### config.mk
export PLATFORM = sky130hd
export DESIGN_NAME = accept_encoding_negotiator
export DESIGN_NICKNAME = d
export VERILOG_FILES = /design/src/rtl/aen_pkg.sv /design/src/rtl/accept_encoding_negotiator.sv /design/src/rtl/aen_front.sv /design/src/rtl/aen_queue.sv /design/src/rtl/aen_back.sv
export SDC_FILE = /design/constraint.sdc
export NUM_CORES = 1
export LEC_CHECK = 0
export BUFFER_PORTS_ARGS = -buffer_cell sky130_fd_sc_hd__buf_4
export CORE_ASPECT_RATIO = 1.4
export CORE_UTILIZATION = 55
export DETAILED_ROUTE_END_ITERATION = 8
export PLACE_DENSITY = 0.76
export REMOVE_ABC_BUFFERS = 1
export SLEW_MARGIN = 30
export SYNTH_ARGS = -nofsm -noshare
export SYNTH_HDL_FRONTEND = slang
export SYNTH_SLANG_ARGS = --single-unit
### constraint.sdc
create_clock -name aclk -period 12.46 [get_ports aclk]
set_input_delay 1.869 -clock aclk [delete_from_list [all_inputs] [get_ports aclk]]
set_output_delay 1.869 -clock aclk [all_outputs]
set_load 0.01 [all_outputs]
### src/rtl/aen_pkg.sv
// Package for the Accept-Encoding negotiator: types, codes and the token table.
// No dependencies; used by every file in rtl/.
package aen_pkg;

    localparam int QUEUE_DEPTH = 4;
    localparam int NAME_COUNT  = 6;
    localparam int WILD_IDX    = 5;
    localparam int IDENT_IDX   = 4;

    typedef enum logic [2:0] {
        PH_TOK_LEAD = 3'd0,
        PH_TOK_BODY = 3'd1,
        PH_PAR_LEAD = 3'd2,
        PH_PAR_Q    = 3'd3,
        PH_PAR_VAL  = 3'd4,
        PH_PAR_SKIP = 3'd5
    } phase_t;

    typedef enum logic [3:0] {
        QS_IDLE  = 4'd0,
        QS_ZERO  = 4'd1,
        QS_ONE   = 4'd2,
        QS_ZPT   = 4'd3,
        QS_ZD1   = 4'd4,
        QS_ZD2   = 4'd5,
        QS_ZD3   = 4'd6,
        QS_OPT   = 4'd7,
        QS_OD1   = 4'd8,
        QS_OD2   = 4'd9,
        QS_OD3   = 4'd10,
        QS_BAD   = 4'd15
    } qstate_t;

    typedef enum logic [1:0] {
        ST_CODING   = 2'd0,
        ST_PLAIN    = 2'd1,
        ST_MALFORM  = 2'd2,
        ST_NOACCEPT = 2'd3
    } status_t;

    localparam logic [9:0] FULL_WEIGHT = 10'd1000;

    // one element summary, front to back
    typedef struct packed {
        logic                  commit;
        logic [NAME_COUNT-1:0] flags;
        logic [9:0]            weight;
        logic                  malformed;
        logic                  nonblank;
        logic                  last;
    } elem_t;

    function automatic logic [3:0] name_len(input logic [2:0] idx);
        case (idx)
            3'd0, 3'd1: name_len = 4'd4;
            3'd2, 3'd3: name_len = 4'd3;
            3'd4:       name_len = 4'd8;
            default:    name_len = 4'd1;
        endcase
    endfunction

    function automatic logic [7:0] name_char(input logic [2:0] idx, input logic [2:0] pos);
        logic [63:0] txt;
        case (idx)
            3'd0:    txt = {32'd0, "dtsz"};
            3'd1:    txt = {32'd0, "pizg"};
            3'd2:    txt = {40'd0, "cxz"};
            3'd3:    txt = {40'd0, "4zl"};
            3'd4:    txt = "ytitnedi";
            default: txt = {56'd0, "*"};
        endcase
        name_char = txt[pos*8 +: 8];
    endfunction

endpackage

### src/rtl/accept_encoding_negotiator.sv
// Top level of the Accept-Encoding negotiator: front parser, queue, back decision.
// Depends on aen_pkg, aen_front, aen_queue, aen_back.
//
//  channel  | dir | tdata                                  | side bits
//  s_       | in  | header_byte[7:0]                       | tuser=has_byte, tlast=last
//  m_       | out | status[1:0] coding[3:2] weight[13:4]   | none
//
// One byte a cycle while s_tready is high; the front parser is the only per-byte
// loop. A result passes through the queue and then the output register. aresetn
// clears parser state, queue pointers and table seen flags. s_tready falls only when
// the queue is full; the back keeps folding non-last elements while a result waits on m_tready.
module accept_encoding_negotiator #(
    parameter int QUEUE_DEPTH = aen_pkg::QUEUE_DEPTH
) (
    input  logic        aclk,
    input  logic        aresetn,
    input  logic        s_tvalid,
    output logic        s_tready,
    input  logic [7:0]  s_tdata,   // header_byte[7:0]
    input  logic        s_tuser,   // has_byte
    input  logic        s_tlast,
    output logic        m_tvalid,
    input  logic        m_tready,
    output logic [15:0] m_tdata    // status[1:0], coding[3:2], weight[13:4], zero
);

    logic           push, pop, full, empty;
    aen_pkg::elem_t push_elem, head;

    assign s_tready = !full;

    aen_front u_front (
        .aclk, .aresetn,
        .in_fire (s_tvalid && s_tready),
        .in_byte (s_tdata),
        .in_has  (s_tuser),
        .in_last (s_tlast),
        .push, .push_elem
    );

    aen_queue #(.DEPTH(QUEUE_DEPTH)) u_queue (
        .aclk, .aresetn, .push, .push_elem, .full, .pop, .empty, .head
    );

    aen_back u_back (
        .aclk, .aresetn, .empty, .head, .pop,
        .m_valid (m_tvalid),
        .m_ready (m_tready),
        .m_data  (m_tdata)
    );

endmodule

### src/rtl/aen_front.sv
// Front end: parses one header byte a cycle, when a transfer fires, into element summaries.
// Depends on aen_pkg.
module aen_front (
    input  logic           aclk,
    input  logic           aresetn,
    input  logic           in_fire,
    input  logic [7:0]     in_byte,
    input  logic           in_has,
    input  logic           in_last,
    output logic           push,
    output aen_pkg::elem_t push_elem
);

    aen_pkg::phase_t  phase_reg, phase_next;
    aen_pkg::qstate_t qs_reg, qs_next;
    logic [5:0] flags_reg, flags_next;
    logic [3:0] pos_reg, pos_next;
    logic       pend_reg, pend_next;
    logic [9:0] ew_reg, ew_next;
    logic       enb_reg, enb_next;
    logic       fnb_reg, fnb_next;
    logic       mal_reg, mal_next;

    always_comb begin
        logic       ws, dig, comma, end_el;
        logic [7:0] c, lc;
        logic [9:0] d;
        c = in_byte;
        lc = (c >= "A" && c <= "Z") ? c + 8'd32 : c;
        ws = (c == 8'h20) || (c >= 8'h09 && c <= 8'h0D);
        dig = (c >= "0" && c <= "9");
        d = dig ? {2'b0, c - 8'h30} : 10'd0;
        phase_next = phase_reg; qs_next = qs_reg; flags_next = flags_reg;
        pos_next = pos_reg; pend_next = pend_reg; ew_next = ew_reg;
        enb_next = enb_reg; fnb_next = fnb_reg; mal_next = mal_reg;
        comma = 1'b0;
        push = 1'b0;
        push_elem = '0;
        if (in_fire && in_has) begin
            if (!ws) fnb_next = 1'b1;
            if (c == ",") begin
                comma = 1'b1;
            end else begin
                if (!ws) enb_next = 1'b1;
                if (c == ";") begin
                    // close token or weight part
                    if (phase_reg == aen_pkg::PH_TOK_LEAD || phase_reg == aen_pkg::PH_TOK_BODY) begin
                        for (int i = 0; i < aen_pkg::NAME_COUNT; i++)
                            if (pos_reg != aen_pkg::name_len(3'(i))) flags_next[i] = 1'b0;
                    end else if (phase_reg == aen_pkg::PH_PAR_VAL) begin
                        if (qs_reg == aen_pkg::QS_IDLE || qs_reg > aen_pkg::QS_OD3) mal_next = 1'b1;
                    end
                    pend_next = 1'b0;
                    phase_next = aen_pkg::PH_PAR_LEAD;
                end else begin
                    case (phase_reg)
                        aen_pkg::PH_TOK_LEAD, aen_pkg::PH_TOK_BODY: begin
                            if (ws) begin
                                if (phase_reg == aen_pkg::PH_TOK_BODY) pend_next = 1'b1;
                            end else begin
                                phase_next = aen_pkg::PH_TOK_BODY;
                                if (pend_reg) flags_next = '0;
                                for (int i = 0; i < aen_pkg::NAME_COUNT; i++)
                                    if (pos_reg >= aen_pkg::name_len(3'(i)) ||
                                        aen_pkg::name_char(3'(i), pos_reg[2:0]) != lc)
                                        flags_next[i] = 1'b0;
                                if (pos_reg != 4'd15) pos_next = pos_reg + 4'd1;
                            end
                        end
                        aen_pkg::PH_PAR_LEAD: begin
                            if (!ws) phase_next = (c == "q" || c == "Q") ?
                                aen_pkg::PH_PAR_Q : aen_pkg::PH_PAR_SKIP;
                        end
                        aen_pkg::PH_PAR_Q: begin
                            if (c == "=") begin
                                phase_next = aen_pkg::PH_PAR_VAL;
                                qs_next = aen_pkg::QS_IDLE;
                                ew_next = '0;
                                pend_next = 1'b0;
                            end else begin
                                phase_next = aen_pkg::PH_PAR_SKIP;
                            end
                        end
                        aen_pkg::PH_PAR_VAL: begin
                            if (ws) pend_next = 1'b1;
                            else if (pend_reg) qs_next = aen_pkg::QS_BAD;
                            else begin
                                case (qs_reg)
                                    aen_pkg::QS_IDLE:
                                        if (c == "0") begin
                                            qs_next = aen_pkg::QS_ZERO; ew_next = '0;
                                        end else if (c == "1") begin
                                            qs_next = aen_pkg::QS_ONE;
                                            ew_next = aen_pkg::FULL_WEIGHT;
                                        end else qs_next = aen_pkg::QS_BAD;
                                    aen_pkg::QS_ZERO:
                                        qs_next = (c == ".") ? aen_pkg::QS_ZPT : aen_pkg::QS_BAD;
                                    aen_pkg::QS_ONE:
                                        qs_next = (c == ".") ? aen_pkg::QS_OPT : aen_pkg::QS_BAD;
                                    aen_pkg::QS_ZPT:
                                        if (dig) begin
                                            qs_next = aen_pkg::QS_ZD1;
                                            ew_next = ew_reg + 10'(d * 10'd100);
                                        end else qs_next = aen_pkg::QS_BAD;
                                    aen_pkg::QS_ZD1:
                                        if (dig) begin
                                            qs_next = aen_pkg::QS_ZD2;
                                            ew_next = ew_reg + 10'(d * 10'd10);
                                        end else qs_next = aen_pkg::QS_BAD;
                                    aen_pkg::QS_ZD2:
                                        if (dig) begin
                                            qs_next = aen_pkg::QS_ZD3;
                                            ew_next = ew_reg + d;
                                        end else qs_next = aen_pkg::QS_BAD;
                                    aen_pkg::QS_OPT:
                                        qs_next = (c == "0") ? aen_pkg::QS_OD1 : aen_pkg::QS_BAD;
                                    aen_pkg::QS_OD1:
                                        qs_next = (c == "0") ? aen_pkg::QS_OD2 : aen_pkg::QS_BAD;
                                    aen_pkg::QS_OD2:
                                        qs_next = (c == "0") ? aen_pkg::QS_OD3 : aen_pkg::QS_BAD;
                                    default: qs_next = aen_pkg::QS_BAD;
                                endcase
                            end
                        end
                        default: ;
                    endcase
                end
            end
        end
        end_el = in_fire && (comma || in_last);
        if (end_el) begin
            // closing part of the element
            if (phase_next == aen_pkg::PH_TOK_LEAD || phase_next == aen_pkg::PH_TOK_BODY) begin
                for (int i = 0; i < aen_pkg::NAME_COUNT; i++)
                    if (pos_next != aen_pkg::name_len(3'(i))) flags_next[i] = 1'b0;
            end else if (phase_next == aen_pkg::PH_PAR_VAL) begin
                if (qs_next == aen_pkg::QS_IDLE || qs_next > aen_pkg::QS_OD3) mal_next = 1'b1;
            end
            push = 1'b1;
            push_elem.commit = enb_next;
            push_elem.flags = flags_next;
            push_elem.weight = ew_next;
            push_elem.malformed = mal_next;
            push_elem.nonblank = fnb_next;
            push_elem.last = in_last;
            phase_next = aen_pkg::PH_TOK_LEAD; qs_next = aen_pkg::QS_IDLE;
            flags_next = '1; pos_next = '0; pend_next = 1'b0;
            ew_next = aen_pkg::FULL_WEIGHT; enb_next = 1'b0;
            if (in_last) begin
                fnb_next = 1'b0; mal_next = 1'b0;
            end
        end
    end

    always_ff @(posedge aclk) begin
        if (!aresetn) begin
            phase_reg <= aen_pkg::PH_TOK_LEAD; qs_reg <= aen_pkg::QS_IDLE;
            flags_reg <= '1; pos_reg <= '0; pend_reg <= 1'b0;
            ew_reg <= aen_pkg::FULL_WEIGHT; enb_reg <= 1'b0;
            fnb_reg <= 1'b0; mal_reg <= 1'b0;
        end else begin
            phase_reg <= phase_next; qs_reg <= qs_next; flags_reg <= flags_next;
            pos_reg <= pos_next; pend_reg <= pend_next; ew_reg <= ew_next;
            enb_reg <= enb_next; fnb_reg <= fnb_next; mal_reg <= mal_next;
        end
    end

endmodule

### src/rtl/aen_queue.sv
// Short FIFO of element summaries between front and back.
// Depends on aen_pkg.
module aen_queue #(
    parameter int DEPTH = aen_pkg::QUEUE_DEPTH
) (
    input  logic           aclk,
    input  logic           aresetn,
    input  logic           push,
    input  aen_pkg::elem_t push_elem,
    output logic           full,
    input  logic           pop,
    output logic           empty,
    output aen_pkg::elem_t head
);

    localparam int AW = (DEPTH > 1) ? $clog2(DEPTH) : 1;

    aen_pkg::elem_t mem [DEPTH];
    logic [AW-1:0]  wr_reg, rd_reg;
    logic [AW:0]    cnt_reg;

    assign full  = (cnt_reg == (AW+1)'(DEPTH));
    assign empty = (cnt_reg == '0);
    assign head  = mem[rd_reg];

    always_ff @(posedge aclk) begin
        if (push) mem[wr_reg] <= push_elem;
    end

    always_ff @(posedge aclk) begin
        if (!aresetn) begin
            wr_reg <= '0; rd_reg <= '0; cnt_reg <= '0;
        end else begin
            if (push) wr_reg <= (wr_reg == AW'(DEPTH-1)) ? '0 : wr_reg + AW'(1);
            if (pop)  rd_reg <= (rd_reg == AW'(DEPTH-1)) ? '0 : rd_reg + AW'(1);
            cnt_reg <= cnt_reg + (AW+1)'(push) - (AW+1)'(pop);
        end
    end

endmodule

### src/rtl/aen_back.sv
// Back end: folds element summaries into the weight table and decides.
// Depends on aen_pkg.
module aen_back (
    input  logic           aclk,
    input  logic           aresetn,
    input  logic           empty,
    input  aen_pkg::elem_t head,
    output logic           pop,
    output logic           m_valid,
    input  logic           m_ready,
    output logic [15:0]    m_data
);

    logic [4:0] seen_reg;
    logic [9:0] w_reg [5];
    logic       ws_reg;
    logic [9:0] ww_reg;
    logic       mv_reg;
    logic [15:0] md_reg;

    logic [4:0] seen_n;
    logic [9:0] w_n [5];
    logic       ws_n;
    logic [9:0] ww_n;
    logic [9:0] best, q, idw;
    logic [1:0] coding;
    aen_pkg::status_t status;

    assign m_valid = mv_reg;
    assign m_data  = md_reg;
    assign pop = !empty && (!head.last || !mv_reg || m_ready);

    always_comb begin
        seen_n = seen_reg; ws_n = ws_reg; ww_n = ww_reg;
        for (int i = 0; i < 5; i++) w_n[i] = w_reg[i];
        if (head.commit && !head.malformed) begin
            for (int i = 0; i < 5; i++)
                if (head.flags[i] && !seen_reg[i]) begin
                    seen_n[i] = 1'b1; w_n[i] = head.weight;
                end
            if (head.flags[aen_pkg::WILD_IDX]) begin
                ws_n = 1'b1; ww_n = head.weight;
            end
        end
        best = '0; coding = '0;
        for (int i = 0; i < 4; i++) begin
            q = seen_n[i] ? w_n[i] : (ws_n ? ww_n : 10'd0);
            if (q > best) begin
                best = q; coding = 2'(i);
            end
        end
        idw = seen_n[aen_pkg::IDENT_IDX] ? w_n[aen_pkg::IDENT_IDX] :
              (ws_n ? ww_n : aen_pkg::FULL_WEIGHT);
        if (head.malformed)     status = aen_pkg::ST_MALFORM;
        else if (!head.nonblank) status = aen_pkg::ST_PLAIN;
        else if (best != '0)    status = aen_pkg::ST_CODING;
        else if (idw != '0)     status = aen_pkg::ST_PLAIN;
        else                    status = aen_pkg::ST_NOACCEPT;
        if (status != aen_pkg::ST_CODING) begin
            best = '0; coding = '0;
        end
    end

    always_ff @(posedge aclk) begin
        if (pop) begin
            for (int i = 0; i < 5; i++) w_reg[i] <= head.last ? 10'd0 : w_n[i];
            ww_reg <= head.last ? 10'd0 : ww_n;
        end
        if (pop && head.last) md_reg <= {2'b00, best, coding, status};
    end

    always_ff @(posedge aclk) begin
        if (!aresetn) begin
            seen_reg <= '0; ws_reg <= 1'b0; mv_reg <= 1'b0;
        end else begin
            if (pop) begin
                seen_reg <= head.last ? 5'd0 : seen_n;
                ws_reg <= head.last ? 1'b0 : ws_n;
            end
            if (pop && head.last) mv_reg <= 1'b1;
            else if (m_ready)     mv_reg <= 1'b0;
        end
    end

endmodule

==> impl_metrics.json, run 1 <==
{
  "run_status": "finished, final reports clean",
  "finalSetupTns_ns": 0,
  "final_nets": 1454,
  "synth_edf_count": 154,
  "setup_viol": 0,
  "post_drt_wl_per_cell_um": 20.0,
  "chipHeight_um": 188,
  "share_of_cells_above_drive_strength_1_pct": 10.2,
  "floorplan.initialDensity_pct": 56.3,
  "clk-insertion-delay-late_ns": 0.51,
  "worst-endpoint-required_ns": 12.72,
  "ys_async_sr_fraction_pct": 0,
  "syn2layout_area_growth_pct": 8.08,
  "num-fill-cells": 1969,
  "synthesis.area_per_instance_sq_um": 10.1,
  "finalCritPeriodShare_pct": 71.6,
  "insertedDiodeCount": 0,
  "depth_of_the_cts_h_tree": 1,
  "drt-initial-drc-count": 624,
  "worst_slew_margin_relative_to_its_limit_pct": 37.1,
  "pin_count_of_the_biggest_net_entering_global_routing": 69,
  "die-width_um": 135,
  "drtPass1Iterations": 5,
  "path_common_cell": "sky130_fd_sc_hd__buf_4",
  "vias_per_cell": 6.21,
  "tightest_slew_ns": 0.939,
  "fp-row-count": 67,
  "synth_top_flop_cell": "sky130_fd_sc_hd__edfxtp_1",
  "slowest_stage": "sky130_fd_sc_hd__mux4_2",
  "worst_setup_path_end_kind": "flop",
  "dieArea_sq_um": 25300,
  "final_hold_viol_count": 0,
  "cell_area_after_synthesis_sq_um": 13600,
  "synth_warnings": 0,
  "core_sq_um": 24100,
  "synthDistinctLibCells": 93,
  "design.portCount": 32,
  "hpwlAfterDp_mm": 24.8,
  "cp-start-kind": "flop",
  "global_route.overflow_total": 0,
  "route.detailed.drc": 0,
  "synth_seq_area_share_pct": 41.1,
  "tritoncts.num_buffers": 20,
  "slew_viol_final": 0,
  "timing.max_cap.violations": 0,
  "fmax_mhz": 112,
  "ant_nets": 0,
  "global_route.usage.total_pct": 26.8,
  "setup_repair_after_global_routing_missed_its_margin": "false",
  "setup_skew_after_layout_ns": 0.0180,
  "worst_hold_path_class": "flop to flop",
  "register_clock_pin_slew_on_the_reported_worst_setup_and_hold_paths_ns": 0.07,
  "clk_path_buf_depth": 3,
  "clock-sinks": 201,
  "num_vias": 10300,
  "cts_setup_buffers": 0,
  "portBuffers": 29,
  "root_buffer": "sky130_fd_sc_hd__clkbuf_16",
  "clock_tree_from_tritoncts": "yes",
  "number_of_global_route_vias_before_repair": 10500,
  "path_max_fanout": 30,
  "antenna_found_initial": 0,
  "grt_first_pass_wirelength_mm": 53.9,
  "syn-instance-count": 1341,
  "yosys_register_bits": 201,
  "globalplace.congestion": 0.933,
  "cp.arrival_ns": 9.19,
  "critPathKind": "flop to flop",
  "critical_path.max_stage_delay_ns": 0.69,
  "post_cts.resized_instances": 0,
  "route.final.wire_length_mm": 33.2,
  "largest_reg_flops": 80,
  "cts-hold-fix-buffers": 0,
  "period_needed_ns": 8.93
}
-- cell type report --
type,instances,area [sq um],share of cell area (%)
multi-input combinational,1010,7450,50.8
sequential,201,5570,38.0
clock buffer,23,532,3.63
tap,310,388,2.65
timing repair buffer,44,342,2.33
inverter,60,225,1.54
clock inverter,13,151,1.03
-- final timing paths --
kind / start / endpoint / slack [ns] / cells after the start
worst max register to register: flop / u_back.m_data[1] / 3.53 / 33
worst min register to register: u_front.flags_reg[3] / u_front.flags_reg[3] / 0.46 / 2
worst min-delay path: u_front.flags_reg[3] / u_front.flags_reg[3] / 0.46 / 2
worst max-delay path: flop / u_back.m_data[1] / 3.53 / 33
-- layer usage --
layer  up-vias  part of all wire, %  GRT usage (%)
met3       105                  3.4           2.46
met2       307                   53           49.5
met5         -                    0              0
met1      4925                   38           29.8
li1       4984                    -              -
met4         0                  5.3           14.5
-- critical path, delay by kind of cell, from the launching register on --
kind,cells,cell delay [ns]
and+or+nand+nor,10,1.76
buffers and inverters,5,1.16
AOI/OAI and AO/OA,12,3.12
adders and majority gates,3,0.91
muxes,3,1.39
DFF,1,0.31
-- cells in the mapped netlist (all sizes together) (12+ instances only) --
cell type / number / area (sq um)
a211oi: 18 / 140
a21o: 27 / 203
a21oi: 93 / 469
a31oi: 15 / 93.8
and2: 24 / 150
and3: 15 / 93.8
buf: 25 / 168
clkbuf: 46 / 173
dfxtp: 47 / 941
edfxtp: 154 / 4620
ha: 96 / 1200
inv: 59 / 221
mux2i: 83 / 847
mux4: 20 / 450
nand2: 91 / 342
nand3: 24 / 120
nand4: 12 / 75.1
nor2: 148 / 556
nor2b: 17 / 121
nor3: 37 / 190
o21ai: 54 / 270
xnor2: 36 / 315
-- cells in the final DEF, fill, tap and decap left out, types with 10 or more instances in the layout --
| master | count |
|---|---|
| sky130_fd_sc_hd__a211oi_1 | 17 |
| sky130_fd_sc_hd__a21o_1 | 27 |
| sky130_fd_sc_hd__a21oi_1 | 92 |
| sky130_fd_sc_hd__a221o_1 | 10 |
| sky130_fd_sc_hd__a31oi_1 | 14 |
| sky130_fd_sc_hd__and2_1 | 22 |
| sky130_fd_sc_hd__and3_1 | 15 |
| sky130_fd_sc_hd__buf_4 | 41 |
| sky130_fd_sc_hd__clkbuf_16 | 20 |
| sky130_fd_sc_hd__dfxtp_1 | 47 |
| sky130_fd_sc_hd__edfxtp_1 | 154 |
| sky130_fd_sc_hd__ha_1 | 96 |
| sky130_fd_sc_hd__inv_1 | 58 |
| sky130_fd_sc_hd__mux2i_1 | 81 |
| sky130_fd_sc_hd__mux4_2 | 20 |
| sky130_fd_sc_hd__nand2_1 | 91 |
| sky130_fd_sc_hd__nand3_1 | 24 |
| sky130_fd_sc_hd__nand4_1 | 12 |
| sky130_fd_sc_hd__nor2_1 | 148 |
| sky130_fd_sc_hd__nor2b_1 | 14 |
| sky130_fd_sc_hd__nor3_1 | 36 |
| sky130_fd_sc_hd__o21ai_0 | 49 |
| sky130_fd_sc_hd__xnor2_1 | 36 |
| sky130_fd_sc_hd__xor2_1 | 11 |
-- through the flow --
stage / setup WS, ns / util [%] / area, sq um / std cells / hold WS, ns
2_1_floorplan: 2.46 / - / 13200 / 1271 / 0.429
6_report: 3.53 / 60.9 / 14700 / 1661 / 0.463
5_1_grt: 2.99 / 60.9 / 14700 / 1661 / 0.489
3_5_place_dp: 3.62 / 58.1 / 14000 / 1625 / 0.455
4_1_cts: 3.59 / 60.9 / 14700 / 1661 / 0.465
3_3_place_gp: 3.78 / 57.9 / 13900 / 1622 / 0.446
-- kinds of logic (layout without fill, tap and decap cells) --
kind of cell	Yosys count	count (layout)	share of synthesized area (%)
muxes	113	113	10.4
xor gates and xnor gates	49	49	3.37
buffers and inverters	131	140	4.17
adders and majority gates	103	103	9.89
and+or+nand+nor	424	424	15.4
other	1	2	0.0277
AOI/OAI and AO/OA	319	319	15.7
DFF	201	201	41.1
Power of run 1 is not shown: default switching activity piles up to over one toggle a cycle in this logic, so the estimate is an artifact.
==> run 2, diff against run 1 <==
clock period = 8.5 ns   (was 12.46 ns; I/O delays follow)
==> run 2 against run 1 <==
  * Die area is the same
  * Register-to-register slack got worse by 3.1 ns
  * Sequential cell count unchanged
  * Critical path depth stayed put
  * Core utilization up 0.90 points
  * Worst hold slack worse by 0.0013 ns
  * Wire length grew 3.1%
  * Global-route usage increased by 0.56 points
  * Final cell count increased by 1.8%
  * Via count increased by 2.1%
  * Cell area increased by 1.5%
  * Count of clock-buffer cells in the layout rose by 1
==> impl_metrics.json, run 2 (synthesized netlist as in run 1, its figures left out) <==
{
  "ant_nets": 0,
  "dieArea_sq_um": 25300,
  "tritoncts.num_buffers": 19,
  "final_nets": 1486,
  "insertedDiodeCount": 0,
  "cts-hold-fix-buffers": 0,
  "share_of_cells_above_drive_strength_1_pct": 12.7,
  "post_drt_wl_per_cell_um": 20.3,
  "route.detailed.drc": 0,
  "drt-initial-drc-count": 618,
  "min_path_cells": 2,
  "grt_first_pass_wirelength_mm": 54.5,
  "run_status": "finished, final reports clean",
  "clock_tree_from_tritoncts": "yes",
  "floorplan.initialDensity_pct": 56.3,
  "cp.arrival_ns": 8.31,
  "register_clock_pin_slew_on_the_reported_worst_setup_and_hold_paths_ns": 0.07,
  "worst-endpoint-required_ns": 8.74,
  "global_route.usage.total_pct": 27.3,
  "die-width_um": 135,
  "depth_of_the_cts_h_tree": 1,
  "globalplace.congestion": 0.931,
  "cp-start-kind": "flop",
  "num-fill-cells": 1956,
  "pin_count_of_the_biggest_net_entering_global_routing": 68,
  "setup_viol": 0,
  "period_needed_ns": 8.06,
  "worst_slew_margin_relative_to_its_limit_pct": 40.4,
  "antenna_found_initial": 0,
  "core_sq_um": 24100,
  "worst_setup_path_end_kind": "flop",
  "syn2layout_area_growth_pct": 9.69,
  "num_vias": 10500,
  "hpwlAfterDp_mm": 25.2,
  "chipHeight_um": 188,
  "vias_per_cell": 6.23,
  "global_route.overflow_total": 0,
  "path_max_fanout": 17,
  "root_buffer": "sky130_fd_sc_hd__clkbuf_16",
  "setup_skew_after_layout_ns": 0.0142,
  "design.portCount": 32,
  "slowest_stage": "sky130_fd_sc_hd__mux4_2",
  "portBuffers": 29,
  "ff2ff_path_depth": 33,
  "largest_reg_flops": 80,
  "critPathKind": "flop to flop",
  "final_core_utilization_pct": 61.8,
  "route.final.wire_length_mm": 34.2,
  "regToRegSetupSlack_ns": 0.44,
  "final_hold_viol_count": 0,
  "fp-row-count": 67,
  "worst_hold_path_class": "flop to flop",
  "drtPass1Iterations": 5,
  "finalCritPeriodShare_pct": 94.9,
  "slew_viol_final": 0,
  "clk_path_buf_depth": 3,
  "layout_common_cells": "154 x sky130_fd_sc_hd__edfxtp_1, 148 x sky130_fd_sc_hd__nor2_1, 96 x sky130_fd_sc_hd__ha_1",
  "clk-insertion-delay-late_ns": 0.49,
  "fmax_mhz": 124,
  "critical_path.max_stage_delay_ns": 0.61,
  "final_common_cell": "sky130_fd_sc_hd__edfxtp_1",
  "clock-sinks": 201,
  "timing.max_cap.violations": 0,
  "number_of_global_route_vias_before_repair": 10500,
  "tightest_slew_ns": 0.891
}
==> run 2: cell count changes in the layout (fill, tap and decap cells not counted), sizes merged <==
cell / previous run / this run
buf: 44 / 75
clkinv: 8 / 5
clkinvlp: 3 / 1
inv: 60 / 62
and3b: 1 / 2
bufinv: 2 / 1
clkbuf: 23 / 24
nor2b: 17 / 18
==> run 2: timing repair <==
| action | in CTS | in global routing |
|---|---|---|
| endpoints found under the setup margin | 0 | 6 |
| gates resized for setup | 0 | 10 |
| buffers inserted | 0 | 12 |
==> run 2: critical path: cells and delay by family (launching register included) <==
family / cells / cell delay [ns]
mux: 4 / 1.42
buf+inv: 4 / 0.76
fa+ha+maj: 3 / 0.85
flops: 1 / 0.40
compound gates: 12 / 2.55
simple gates: 10 / 1.82
==> run 2: final timing paths <==
check,startpoint,endpoint
max,flop,u_back.m_data[1]
min,u_front.flags_reg[3],u_front.flags_reg[3]
max reg2reg,flop,u_back.m_data[1]
min reg2reg,u_front.flags_reg[3],u_front.flags_reg[3]
==> run 2: through the flow <==
stage          instances  cell area (sq um)  hold WS [ns]  setup TNS, ns  setup WS [ns]
3_5_place_dp        1644              14100         0.454              0         0.0609
4_1_cts             1677              14700         0.465              0         0.0638
6_report            1691              14900         0.462              0          0.437
3_3_place_gp        1644              14100         0.449              0          0.339
2_1_floorplan       1271              13200         0.429         -14.10          -1.50
5_1_grt             1691              14900         0.505       -0.00925       -0.00925
==> run 2: area by class of cell <==
type                       instances  area, sq um  area share [%]
clock buffer                      24          526            3.53
clock inverter                     9         81.3           0.547
inverter                          60          225            1.51
multi-input combinational       1012         7510            50.5
sequential                       201         5570            37.4
tap                              310          388            2.61
timing repair buffer              75          576            3.87
==> run 2: layer usage <==
| layer | up-vias | wire length, um | track usage [%] |
|---|---|---|---|
| met3 | 112 | 1310 | 2.65 |
| met2 | 315 | 18400 | 51.1 |
| met1 | 5061 | 12700 | 29.9 |
| li1 | 5050 | - | - |
| met4 | 0 | 1860 | 14.6 |
| met5 | - | 0 | 0 |
Power of run 2 is left out for the same reason.
